==> src/design/amt_pkg.sv <==
package amt_pkg;

  // field widths
  localparam int ROT_W    = 16;
  localparam int MOVE_W   = 24;
  localparam int CFG_W    = 24;
  localparam int IDX_W    = 2;
  localparam int OUT_W    = 32;
  localparam int IN_DATA_W  = 3 * ROT_W + 3 * MOVE_W;
  localparam int OUT_DATA_W = 2 * OUT_W;

  // serial units
  localparam int STEP_W = 6;
  localparam int MUL_W  = 26;
  localparam int PROD_W = 2 * MUL_W;
  localparam int RAD_W  = 64;
  localparam int ROOT_W = RAD_W / 2;
  localparam int REM_W  = ROOT_W + 2;
  localparam int SUM_W  = 64;
  localparam int CNT_W  = 32;

  // intermediate values
  localparam int VQ_W    = 32;            // sum of three Q1.15 squares
  localparam int TQ_W    = 48;            // sum of three Q16.16 squares
  localparam int S_W     = 17;            // |vector part|, Q1.16, capped at 1.0
  localparam int TRANS_W = 24;
  localparam int ROTE_W  = 25;            // 2 * range * s >> 16
  localparam int RANGE_SHIFT = 15;

  localparam logic [S_W-1:0] ONE_Q16 = S_W'(65536);

  localparam logic [STEP_W-1:0] ROT_SQ_STEPS  = STEP_W'(ROT_W);
  localparam logic [STEP_W-1:0] MOVE_SQ_STEPS = STEP_W'(MOVE_W);
  localparam logic [STEP_W-1:0] RANGE_STEPS   = STEP_W'(S_W);
  localparam logic [STEP_W-1:0] ERR_STEPS     = STEP_W'(MUL_W);
  localparam logic [STEP_W-1:0] VQ_ROOT_STEPS = STEP_W'((VQ_W + 2) / 2);
  localparam logic [STEP_W-1:0] TQ_ROOT_STEPS = STEP_W'(TQ_W / 2);
  localparam logic [STEP_W-1:0] SG_ROOT_STEPS = STEP_W'(ROOT_W);

  // register indexes
  localparam logic [IDX_W-1:0] REG_ADAPTIVE_ON  = 2'd0;
  localparam logic [IDX_W-1:0] REG_FIXED_LIMIT  = 2'd1;
  localparam logic [IDX_W-1:0] REG_MAP_SIGMA    = 2'd2;
  localparam logic [IDX_W-1:0] REG_SENSOR_RANGE = 2'd3;

  localparam logic [CFG_W-1:0] FIXED_LIMIT_RST  = CFG_W'(65536);
  localparam logic [CFG_W-1:0] SENSOR_RANGE_RST = CFG_W'(6553600);

  typedef struct packed {
    logic              go;
    logic [STEP_W-1:0] steps;
  } unit_cmd_t;

endpackage

==> src/design/adaptive_match_threshold_core.sv <==
// channel  dir  handshake           payload
// s_*      in   s_tvalid/s_tready   tdata: rot_x,rot_y,rot_z,move_x,move_y,move_z; tuser: func
// m_*      out  m_tvalid/m_tready   tdata: threshold, sample_total
// cfg_*    in   cfg_we              cfg_index, cfg_data (no read-back)
//
// One word at a time. Report-only words, and all words with adaptive_on = 0, go
// straight from accept to the result state. An update word runs six bit-serial
// squarings, three serial square roots, two serial products and the divide for
// the running mean. The new sigma is kept, so reports need no divide.
// Reset is synchronous, no sweep.
// A finished result waits in the output register; the next word is accepted
// meanwhile and only stalls at its own result if m_tready stays low.
module adaptive_match_threshold_core import amt_pkg::*; (
  input  logic                  clk,
  input  logic                  rst,
  input  logic                  s_tvalid,
  output logic                  s_tready,
  input  logic [IN_DATA_W-1:0]  s_tdata,   // rot_x, rot_y, rot_z, move_x, move_y, move_z
  input  logic                  s_tuser,   // func
  output logic                  m_tvalid,
  input  logic                  m_tready,
  output logic [OUT_DATA_W-1:0] m_tdata,   // threshold, sample_total
  input  logic                  cfg_we,
  input  logic [IDX_W-1:0]      cfg_index,
  input  logic [CFG_W-1:0]      cfg_data
);

  localparam logic [3:0] ST_IDLE    = 4'd0;
  localparam logic [3:0] ST_SQ_GO   = 4'd1;
  localparam logic [3:0] ST_SQ_WAIT = 4'd2;
  localparam logic [3:0] ST_VR_GO   = 4'd3;
  localparam logic [3:0] ST_VR_WAIT = 4'd4;
  localparam logic [3:0] ST_RM_GO   = 4'd5;
  localparam logic [3:0] ST_RM_WAIT = 4'd6;
  localparam logic [3:0] ST_TR_GO   = 4'd7;
  localparam logic [3:0] ST_TR_WAIT = 4'd8;
  localparam logic [3:0] ST_ER_GO   = 4'd9;
  localparam logic [3:0] ST_ER_WAIT = 4'd10;
  localparam logic [3:0] ST_DV_GO   = 4'd11;
  localparam logic [3:0] ST_DV_WAIT = 4'd12;
  localparam logic [3:0] ST_SG_GO   = 4'd13;
  localparam logic [3:0] ST_SG_WAIT = 4'd14;
  localparam logic [3:0] ST_FIN     = 4'd15;

  localparam logic [2:0] LAST_TERM = 3'd5;
  localparam logic [2:0] MOVE_BASE = 3'd3;

  // configuration
  logic             adaptive_on;
  logic [CFG_W-1:0] fixed_limit;
  logic [CFG_W-1:0] map_sigma;
  logic [CFG_W-1:0] sensor_range;

  // running state
  logic [SUM_W-1:0]  sum;
  logic [CNT_W-1:0]  count;
  logic [ROOT_W-1:0] sigma;

  // per-word work registers
  logic [3:0]         state;
  logic [2:0]         term;
  logic [ROT_W-1:0]   rot_mag [3];
  logic [MOVE_W-1:0]  move_mag [3];
  logic [VQ_W-1:0]    vq;
  logic [TQ_W-1:0]    tq;
  logic [S_W-1:0]     s_val;
  logic [ROTE_W-1:0]  rot_err;
  logic [TRANS_W-1:0] trans;

  logic              out_valid;
  logic [OUT_W-1:0]  out_thr;
  logic [OUT_W-1:0]  out_cnt;

  // unit hookup
  unit_cmd_t         mul_cmd;
  logic [MUL_W-1:0]  mul_a;
  logic [MUL_W-1:0]  mul_b;
  logic [PROD_W-1:0] mul_prod;
  logic              mul_busy;
  unit_cmd_t         sq_cmd;
  logic [RAD_W-1:0]  sq_rad;
  logic [ROOT_W-1:0] sq_root;
  logic              sq_busy;
  logic              div_go;
  logic [SUM_W-1:0]  div_quo;
  logic              div_busy;

  logic              in_take;
  logic              out_free;
  logic [1:0]        move_sel;
  logic [MUL_W-1:0]  err;
  logic [SUM_W:0]    sum_add;
  logic [OUT_W:0]    sig_sum;
  logic [OUT_W+2:0]  thr_full;
  logic [OUT_W-1:0]  thr_val;

  assign s_tready = (state == ST_IDLE);
  assign in_take  = s_tvalid && s_tready;
  assign out_free = !out_valid || m_tready;
  assign move_sel = 2'(term - MOVE_BASE);
  assign err      = MUL_W'(trans) + MUL_W'(rot_err);
  assign sum_add  = {1'b0, sum} + {{(SUM_W + 1 - PROD_W){1'b0}}, mul_prod};

  // threshold = 3 * (map_sigma + sigma), saturated; fixed_limit when adaptive_on is 0
  assign sig_sum  = {1'b0, OUT_W'(map_sigma)} + {1'b0, sigma};
  assign thr_full = {1'b0, sig_sum, 1'b0} + {2'b00, sig_sum};
  assign thr_val  = !adaptive_on ? OUT_W'(fixed_limit) :
                    (thr_full[OUT_W+2:OUT_W] != 3'd0) ? '1 : thr_full[OUT_W-1:0];

  always_comb begin
    mul_cmd = '0;
    mul_a   = '0;
    mul_b   = '0;
    case (state)
      ST_SQ_GO: begin
        mul_cmd.go = 1'b1;
        if (term < MOVE_BASE) begin
          mul_cmd.steps = ROT_SQ_STEPS;
          mul_a = MUL_W'(rot_mag[term[1:0]]);
          mul_b = {rot_mag[term[1:0]], {(MUL_W-ROT_W){1'b0}}};
        end else begin
          mul_cmd.steps = MOVE_SQ_STEPS;
          mul_a = MUL_W'(move_mag[move_sel]);
          mul_b = {move_mag[move_sel], {(MUL_W-MOVE_W){1'b0}}};
        end
      end
      ST_RM_GO: begin
        mul_cmd.go    = 1'b1;
        mul_cmd.steps = RANGE_STEPS;
        mul_a = MUL_W'(sensor_range);
        mul_b = {s_val, {(MUL_W-S_W){1'b0}}};
      end
      ST_ER_GO: begin
        mul_cmd.go    = 1'b1;
        mul_cmd.steps = ERR_STEPS;
        mul_a = err;
        mul_b = err;
      end
      default: begin
        mul_cmd = '0;
      end
    endcase
  end

  always_comb begin
    sq_cmd = '0;
    sq_rad = '0;
    case (state)
      ST_VR_GO: begin
        sq_cmd.go    = 1'b1;
        sq_cmd.steps = VQ_ROOT_STEPS;
        sq_rad = {vq, 2'b00, {(RAD_W-VQ_W-2){1'b0}}};   // radicand is 4 * vq
      end
      ST_TR_GO: begin
        sq_cmd.go    = 1'b1;
        sq_cmd.steps = TQ_ROOT_STEPS;
        sq_rad = {tq, {(RAD_W-TQ_W){1'b0}}};
      end
      ST_SG_GO: begin
        sq_cmd.go    = 1'b1;
        sq_cmd.steps = SG_ROOT_STEPS;
        sq_rad = div_quo;
      end
      default: begin
        sq_cmd = '0;
      end
    endcase
  end

  assign div_go = (state == ST_DV_GO);

  amt_mul u_mul (
    .clk  (clk),
    .rst  (rst),
    .cmd  (mul_cmd),
    .a_in (mul_a),
    .b_in (mul_b),
    .prod (mul_prod),
    .busy (mul_busy)
  );

  amt_isqrt u_isqrt (
    .clk    (clk),
    .rst    (rst),
    .cmd    (sq_cmd),
    .rad_in (sq_rad),
    .root   (sq_root),
    .busy   (sq_busy)
  );

  amt_div u_div (
    .clk      (clk),
    .rst      (rst),
    .go       (div_go),
    .dividend (sum),
    .divisor  (count),
    .quotient (div_quo),
    .busy     (div_busy)
  );

  always_ff @(posedge clk) begin
    if (rst) begin
      adaptive_on  <= 1'b1;
      fixed_limit  <= FIXED_LIMIT_RST;
      map_sigma    <= '0;
      sensor_range <= SENSOR_RANGE_RST;
    end else if (cfg_we) begin
      case (cfg_index)
        REG_ADAPTIVE_ON:  adaptive_on  <= cfg_data[0];
        REG_FIXED_LIMIT:  fixed_limit  <= cfg_data;
        REG_MAP_SIGMA:    map_sigma    <= cfg_data;
        REG_SENSOR_RANGE: sensor_range <= cfg_data;
        default: begin
        end
      endcase
    end
  end

  // sequencer and running state
  always_ff @(posedge clk) begin
    if (rst) begin
      state     <= ST_IDLE;
      term      <= '0;
      sum       <= '0;
      count     <= '0;
      sigma     <= '0;
      out_valid <= 1'b0;
    end else begin
      if (out_valid && m_tready && state != ST_FIN) begin
        out_valid <= 1'b0;
      end
      case (state)
        ST_IDLE: begin
          if (in_take) begin
            term  <= '0;
            state <= (!s_tuser && adaptive_on) ? ST_SQ_GO : ST_FIN;
          end
        end
        ST_SQ_GO:   state <= ST_SQ_WAIT;
        ST_SQ_WAIT: begin
          if (!mul_busy) begin
            if (term == LAST_TERM) begin
              state <= ST_VR_GO;
            end else begin
              term  <= term + 1'b1;
              state <= ST_SQ_GO;
            end
          end
        end
        ST_VR_GO:   state <= ST_VR_WAIT;
        ST_VR_WAIT: if (!sq_busy) state <= ST_RM_GO;
        ST_RM_GO:   state <= ST_RM_WAIT;
        ST_RM_WAIT: if (!mul_busy) state <= ST_TR_GO;
        ST_TR_GO:   state <= ST_TR_WAIT;
        ST_TR_WAIT: if (!sq_busy) state <= ST_ER_GO;
        ST_ER_GO:   state <= ST_ER_WAIT;
        ST_ER_WAIT: begin
          if (!mul_busy) begin
            sum <= sum_add[SUM_W] ? '1 : sum_add[SUM_W-1:0];
            if (count != '1) begin
              count <= count + 1'b1;
            end
            state <= ST_DV_GO;
          end
        end
        ST_DV_GO:   state <= ST_DV_WAIT;
        ST_DV_WAIT: if (!div_busy) state <= ST_SG_GO;
        ST_SG_GO:   state <= ST_SG_WAIT;
        ST_SG_WAIT: begin
          if (!sq_busy) begin
            sigma <= sq_root;
            state <= ST_FIN;
          end
        end
        ST_FIN: begin
          if (out_free) begin
            out_valid <= 1'b1;
            state     <= ST_IDLE;
          end
        end
        default: state <= ST_IDLE;
      endcase
    end
  end

  // work datapath
  always_ff @(posedge clk) begin
    if (in_take) begin
      for (int i = 0; i < 3; i++) begin
        rot_mag[i]  <= s_tdata[i*ROT_W + ROT_W - 1] ?
                       ROT_W'(-s_tdata[i*ROT_W +: ROT_W]) : s_tdata[i*ROT_W +: ROT_W];
        move_mag[i] <= s_tdata[3*ROT_W + i*MOVE_W + MOVE_W - 1] ?
                       MOVE_W'(-s_tdata[3*ROT_W + i*MOVE_W +: MOVE_W]) :
                       s_tdata[3*ROT_W + i*MOVE_W +: MOVE_W];
      end
      vq <= '0;
      tq <= '0;
    end
    if (state == ST_SQ_WAIT && !mul_busy) begin
      if (term < MOVE_BASE) begin
        vq <= vq + mul_prod[VQ_W-1:0];
      end else begin
        tq <= tq + mul_prod[TQ_W-1:0];
      end
    end
    if (state == ST_VR_WAIT && !sq_busy) begin
      s_val <= (sq_root[S_W-1:0] > ONE_Q16) ? ONE_Q16 : sq_root[S_W-1:0];
    end
    if (state == ST_RM_WAIT && !mul_busy) begin
      rot_err <= mul_prod[RANGE_SHIFT +: ROTE_W];
    end
    if (state == ST_TR_WAIT && !sq_busy) begin
      trans <= sq_root[TRANS_W-1:0];
    end
    if (state == ST_FIN && out_free) begin
      out_thr <= thr_val;
      out_cnt <= count;
    end
  end

  assign m_tvalid = out_valid;
  assign m_tdata  = {out_cnt, out_thr};

  a_div_nonzero: assert property (@(posedge clk) disable iff (rst)
    state == ST_DV_GO |-> count != '0)
    else $error("divide started with zero sample count");

  a_sigma_zero: assert property (@(posedge clk) disable iff (rst)
    count == '0 |-> sigma == '0)
    else $error("nonzero sigma without samples");

  a_count_frozen: assert property (@(posedge clk) disable iff (rst)
    in_take && !adaptive_on |=> $stable(count))
    else $error("sample count moved with adaptive mode off");

  a_count_mono: assert property (@(posedge clk) disable iff (rst)
    1'b1 |=> count >= $past(count))
    else $error("sample count decreased");

endmodule

==> src/design/amt_mul.sv <==
// Bit-serial multiplier, multiplier operand MSB first, one bit per cycle.
// b_in must be left-aligned: only its top cmd.steps bits are consumed.
module amt_mul import amt_pkg::*; (
  input  logic              clk,
  input  logic              rst,
  input  unit_cmd_t         cmd,
  input  logic [MUL_W-1:0]  a_in,
  input  logic [MUL_W-1:0]  b_in,
  output logic [PROD_W-1:0] prod,
  output logic              busy
);

  logic [PROD_W-1:0] acc;
  logic [MUL_W-1:0]  mcand;
  logic [MUL_W-1:0]  mplier;
  logic [STEP_W-1:0] cnt;
  logic [PROD_W-1:0] addend;

  assign addend = mplier[MUL_W-1] ? {{(PROD_W-MUL_W){1'b0}}, mcand} : '0;

  always_ff @(posedge clk) begin
    if (rst) begin
      busy <= 1'b0;
      cnt  <= '0;
    end else if (cmd.go) begin
      busy <= 1'b1;
      cnt  <= cmd.steps;
    end else if (busy) begin
      cnt <= cnt - 1'b1;
      if (cnt == STEP_W'(1)) begin
        busy <= 1'b0;
      end
    end
  end

  always_ff @(posedge clk) begin
    if (cmd.go) begin
      acc    <= '0;
      mcand  <= a_in;
      mplier <= b_in;
    end else if (busy) begin
      acc    <= {acc[PROD_W-2:0], 1'b0} + addend;
      mplier <= {mplier[MUL_W-2:0], 1'b0};
    end
  end

  assign prod = acc;

endmodule

==> src/design/amt_isqrt.sv <==
// Digit-by-digit square root: two radicand bits in, one root bit out per cycle.
// rad_in must be left-aligned so that cmd.steps digit pairs cover it.
module amt_isqrt import amt_pkg::*; (
  input  logic              clk,
  input  logic              rst,
  input  unit_cmd_t         cmd,
  input  logic [RAD_W-1:0]  rad_in,
  output logic [ROOT_W-1:0] root,
  output logic              busy
);

  logic [RAD_W-1:0]  rad;
  logic [REM_W-1:0]  rem;
  logic [STEP_W-1:0] cnt;
  logic [REM_W+1:0]  rem_sh;
  logic [REM_W+1:0]  trial;
  logic [REM_W+1:0]  diff;
  logic              ge;

  assign rem_sh = {rem, rad[RAD_W-1 -: 2]};
  assign trial  = {{(REM_W-ROOT_W){1'b0}}, root, 2'b01};
  assign diff   = rem_sh - trial;
  assign ge     = (rem_sh >= trial);

  always_ff @(posedge clk) begin
    if (rst) begin
      busy <= 1'b0;
      cnt  <= '0;
    end else if (cmd.go) begin
      busy <= 1'b1;
      cnt  <= cmd.steps;
    end else if (busy) begin
      cnt <= cnt - 1'b1;
      if (cnt == STEP_W'(1)) begin
        busy <= 1'b0;
      end
    end
  end

  always_ff @(posedge clk) begin
    if (cmd.go) begin
      rad  <= rad_in;
      rem  <= '0;
      root <= '0;
    end else if (busy) begin
      rad  <= {rad[RAD_W-3:0], 2'b00};
      rem  <= ge ? diff[REM_W-1:0] : rem_sh[REM_W-1:0];
      root <= {root[ROOT_W-2:0], ge};
    end
  end

endmodule

==> src/design/amt_div.sv <==
// Restoring divider, one quotient bit per cycle.
module amt_div import amt_pkg::*; (
  input  logic             clk,
  input  logic             rst,
  input  logic             go,
  input  logic [SUM_W-1:0] dividend,
  input  logic [CNT_W-1:0] divisor,
  output logic [SUM_W-1:0] quotient,
  output logic             busy
);

  localparam int DCNT_W = $clog2(SUM_W);
  localparam logic [DCNT_W-1:0] LAST_STEP = DCNT_W'(SUM_W - 1);

  logic [CNT_W-1:0]  dvs;
  logic [CNT_W-1:0]  rem;
  logic [DCNT_W-1:0] cnt;
  logic [CNT_W:0]    rem_sh;
  logic [CNT_W:0]    diff;
  logic              ge;

  assign rem_sh = {rem, quotient[SUM_W-1]};
  assign diff   = rem_sh - {1'b0, dvs};
  assign ge     = (rem_sh >= {1'b0, dvs});

  always_ff @(posedge clk) begin
    if (rst) begin
      busy <= 1'b0;
      cnt  <= '0;
    end else if (go) begin
      busy <= 1'b1;
      cnt  <= LAST_STEP;
    end else if (busy) begin
      cnt <= cnt - 1'b1;
      if (cnt == '0) begin
        busy <= 1'b0;
      end
    end
  end

  always_ff @(posedge clk) begin
    if (go) begin
      quotient <= dividend;
      dvs      <= divisor;
      rem      <= '0;
    end else if (busy) begin
      rem      <= ge ? diff[CNT_W-1:0] : rem_sh[CNT_W-1:0];
      quotient <= {quotient[SUM_W-2:0], ge};
    end
  end

endmodule

==> config.mk <==
export PLATFORM = sky130hd
export DESIGN_NAME = adaptive_match_threshold_core
export DESIGN_NICKNAME = d
export VERILOG_FILES = /design/src/design/amt_pkg.sv /design/src/design/adaptive_match_threshold_core.sv /design/src/design/amt_mul.sv /design/src/design/amt_isqrt.sv /design/src/design/amt_div.sv
export SDC_FILE = /design/constraint.sdc
export NUM_CORES = 2
export LEC_CHECK = 0
export BUFFER_PORTS_ARGS = -buffer_cell sky130_fd_sc_hd__buf_2
export CAP_MARGIN = 20
export CORE_AREA = 2 2 251 438
export CTS_CLUSTER_SIZE = 25
export DETAILED_ROUTE_END_ITERATION = 8
export DIE_AREA = 0 0 253 440
export PLACE_DENSITY = 0.7
export SLEW_MARGIN = 0
export SYNTH_ARGS = -nofsm -noshare
export SYNTH_HDL_FRONTEND = slang
export SYNTH_SLANG_ARGS = --single-unit
==> constraint.sdc <==
create_clock -name clk -period 7.3 [get_ports clk]
set_input_delay 1.095 -clock clk [delete_from_list [all_inputs] [get_ports clk]]
set_output_delay 1.095 -clock clk [all_outputs]
set_load 0.005 [all_outputs]
==> results_dict.tcl <==
set metrics [dict create \
    global_route.overflow_total 0 \
    clk_transition_reported_paths_ns 0.07 \
    cell_internal_pwr_w 0.01205 \
    critical_path.n_buffers_inverters 1 \
    netlist_top_cells_area "sky130_fd_sc_hd__edfxtp_1 (26%), sky130_fd_sc_hd__dfxtp_1 (17%), sky130_fd_sc_hd__ha_1 (7.4%)" \
    crit_cells 24 \
    io-pin-count 218 \
    setup.worst_path.end_class "register" \
    finalWorstSetupSlack_ns 1.152 \
    total_iterations_of_the_first_detailed_routing_run 6 \
    critical_path.reg2reg.startpoint "map_sigma[1]" \
    switching_share_pct 38.23 \
    irDropWorstVdd_v 0.0002221 \
    async_reset_ff_share_pct 0 \
    cts_tree "yes" \
    dr.first_iter.drc_count 2979 \
    finalNetCount 6427 \
    fin_crit_sh_pct 84.22 \
    critical_path.startpoint "map_sigma[1]" \
    grt_pass1_vias 43190 \
    grt_start_max_net_pins 95 \
    power_leakage_nw 23.00 \
    dr_total_vias 44110 \
    clockPowerShare_pct 24.0 \
    synth_ff_type "sky130_fd_sc_hd__edfxtp_1" \
    r2r_endpoint "out_thr[13]" \
    clock_insertion_delay_worst_skew_ns 0.71 \
    most_area_hungry_cell_type_in_the_yosys_netlist "sky130_fd_sc_hd__edfxtp_1" \
    syn_area_mm2 0.05353 \
    start_util_pct 49.52 \
    slew-limit-headroom_pct 24.94 \
    maxCapViolations 0 \
    post_synth_edffs 462 \
    antenna_nets_post_route 0 \
    synthesis.instances 5866 \
    worst_path_max_delay_cell "sky130_fd_sc_hd__o31ai_1" \
    finalWeightedCongestion 0.9749 \
    critical_path.top_delay_family "compound AO/OA/AOI/OAI gates" \
    instances_no_fill 7400 \
    ys_types 93 \
    postCtsSetupRepairBufs 0 \
    fp.dieW_um 253 \
    grt_antenna_before_repair 1 \
    hold_violations 0 \
    drive_above_1_share_pct 8.504 \
    hold_path_startpoint "fixed_limit[14]" \
    crit_chain "ha_1 -> a21o_1 -> a21o_1 -> a21oi_1 -> o21ai_0 -> a311oi_1 -> o31ai_1 -> nand3_1 -> nand2_1 -> nand3_1 -> a21oi_1 -> xor2_1 -> ha_1 -> a21o_1 -> a21o_1 -> a21o_1 -> or3_1 -> a221o_1 -> a21oi_2 -> a22oi_2 -> mux2_4 -> nor3_4 -> buf_4 -> a31oi_1" \
    cts_hold_repair.buffers 0 \
    global_route_usage_sum_pct 27.35 \
    detail_route.wirelength_mm 153.7 \
    rrSetupSlack_ns 1.15 \
    maximum_single_stage_delay_on_the_critical_path_ns 0.60 \
    clk_path_buf_depth 3 \
    first_pass_grt_wire_length_mm 238.2 \
    hold_path.class "reg -> reg" \
    cp_common_cell "sky130_fd_sc_hd__a21o_1" \
    areaGrowthSynthToFinish_pct 9.454 \
    worstPathRequired_ns 7.72 \
    synth_top_area_share_pct 25.92 \
    dpl.hpwl_mm 114.8 \
    wl_per_cell_um 20.77 \
    finalClockSkew_ns 0.02879 \
    yosysWarningCount 0 \
    switchingPower_w 0.007454 \
    place.detailed.instances 7238 \
    chipHeight_um 440 \
    numPortBuffers 217 \
    yosys_register_bits 924 \
    crit_path_start_kind "register" \
    combinational_share_of_power_pct 37.0 \
    tritoncts.num_buffers 85 \
    tightest_slew_ns 1.125 \
    share_seq_of_total_power_pct 39.1 \
    totalNegativeSetupSlack_ns 0 \
    placementRows 160 \
    path_max_fanout 32 \
    power.density_mw_per_mm2 332.8 \
    holdPathStages 2 \
    clock_tree.htree_level_count 3 \
    core_area_mm2 0.1081 \
    post_drt_via_cell_ratio 5.961 \
    r2r_cells 24 \
    rsz0062_at_grt "false" \
    die_area_mm2 0.1113 \
    cts_resized 0 \
    worst-setup-path-type "reg -> reg" \
    cts_sinks 924 \
    timing.final.setup_violations 0 \
    cts.root.buffer_cell "sky130_fd_sc_hd__clkbuf_16" \
    drcViolationCount 0 \
    syn_nets 6344 \
    arrival_ns 6.57 \
    worst_setup_path_endpoint "out_thr[13]" \
    min_period_ns 6.148 \
    post-place-ws_ns 1.232 \
    achievable-frequency_mhz 162.6 \
    yosysSeqAreaShare_pct 43.19 \
    synthesized_area_per_cell_um2 9.126 \
    drv_slew 0 \
    status "complete, no violations" \
]
## cell usage in the layout, fill, tap and decap left out, drive strengths merged, types with 14 or more instances in the layout
cell type	netlist	layout
a211oi	98	98
a21o	166	166
a21oi	536	536
a221o	43	43
a222oi	21	21
a22o	17	17
a22oi	14	14
a31oi	61	61
and2	43	43
and3	32	32
buf	40	266
clkbuf	231	116
clkinv	1	24
dfxtp	462	462
edfxtp	462	462
ha	318	318
inv	208	215
mux2	31	31
mux2i	128	128
nand2	755	755
nand2b	80	80
nand3	165	165
nand4	62	62
nor2	501	501
nor2b	55	55
nor3	72	72
nor4	21	21
o211ai	40	40
o21a	36	36
o21ai	397	397
o21bai	36	36
o31ai	38	38
o41ai	21	21
or2	18	18
or3	37	37
or4	17	17
xnor2	280	280
xor2	153	153
## area by class of cell
| cell class | count | area, um2 |
|---|---|---|
| Multi-Input combinational cell | 4462 | 28640 |
| Timing Repair Buffer | 267 | 1468 |
| Tap cell | 1377 | 1723 |
| Clock buffer | 115 | 2390 |
| Sequential cell | 924 | 23130 |
| Clock inverter | 44 | 451.7 |
| Fill cell | 10080 | 49510 |
| Inverter | 209 | 789.5 |
| Antenna cell | 2 | 5.005 |
## cell families after synthesis
family                   share of synthesized area [%]
multiplexers                                     3.052
buffers and inverters                            3.485
adder cells (fa/ha/maj)                          7.732
AO/OA/AOI/OAI                                    19.39
XOR/XNOR                                         7.084
flip-flops                                       43.19
AND/OR/NAND/NOR                                  16.06
## worst register-to-register path, delay by kind of cell, from the launching register on
kind | cells | cell delay (ns)
multiplexers | 1 | 0.32
XOR/XNOR | 1 | 0.25
flip-flops | 1 | 0.33
AO/OA/AOI/OAI | 14 | 3.11
AND/OR/NAND/NOR | 5 | 0.88
buffers and inverters | 1 | 0.34
adder cells (fa/ha/maj) | 2 | 0.63
## power groups by stage
stage                     Sequential [W]  Clock [W]  Combinational (W)
after floorplan                  0.00723          0            0.00554
after global placement           0.00768          0            0.00700
after detailed placement         0.00771          0            0.00712
after CTS                        0.00761    0.00474            0.00716
after global routing             0.00770    0.00492            0.00801
final                            0.00762    0.00467            0.00721
## state kept, by name, indices dropped and copies added, names as in the netlist, 34 cells and up, named ones only
register,count
rot_mag,48
move_mag,72
u_div.quotient,64
u_isqrt.rem,34
tq,48
u_isqrt.rad,64
sum,64
u_mul.prod,52
## per-stage QoR
step           total power [W]  util, %  hold slack [ns]  instance area, um2
6_report               0.01950    54.20           0.4560               58590
5_1_grt                0.02063    54.20           0.4727               58590
4_1_cts                0.01950    54.19           0.4566               58580
2_1_floorplan          0.01277        -           0.4256               53530
3_3_place_gp           0.01468    51.56           0.4435               55740
3_5_place_dp           0.01482    51.56           0.4476               55740
## worst min-delay path by stage
stage,to,slack [ns]
2_1_floorplan,out_cnt[23],0.43
3_3_place_gp,fixed_limit[14],0.44
3_5_place_dp,fixed_limit[14],0.45
4_1_cts,fixed_limit[14],0.46
5_1_grt,map_sigma[13],0.47
6_report,fixed_limit[14],0.46
## synthesized netlist by cell type, types with 153 or more instances
library cell and instances:
sky130_fd_sc_hd__a21o_1 166, sky130_fd_sc_hd__dfxtp_1 462, sky130_fd_sc_hd__xnor2_1 280, sky130_fd_sc_hd__edfxtp_1 462, sky130_fd_sc_hd__inv_1 207, sky130_fd_sc_hd__nand2_1 755, sky130_fd_sc_hd__nor2_1 501, sky130_fd_sc_hd__a21oi_1 532
sky130_fd_sc_hd__o21ai_0 390, sky130_fd_sc_hd__clkbuf_1 231, sky130_fd_sc_hd__nand3_1 165, sky130_fd_sc_hd__xor2_1 153, sky130_fd_sc_hd__ha_1 318
## layer usage
metal / GRT usage (%) / wire length (um) / vias up
li1: - / - / 21370
met1: 29.96 / 57420 / 21110
met2: 50.08 / 78810 / 1223
met3: 2.764 / 6798 / 415
met4: 17.47 / 10680 / 0
met5: 0 / 0 / -
Power figures use the tool's default switching activity.
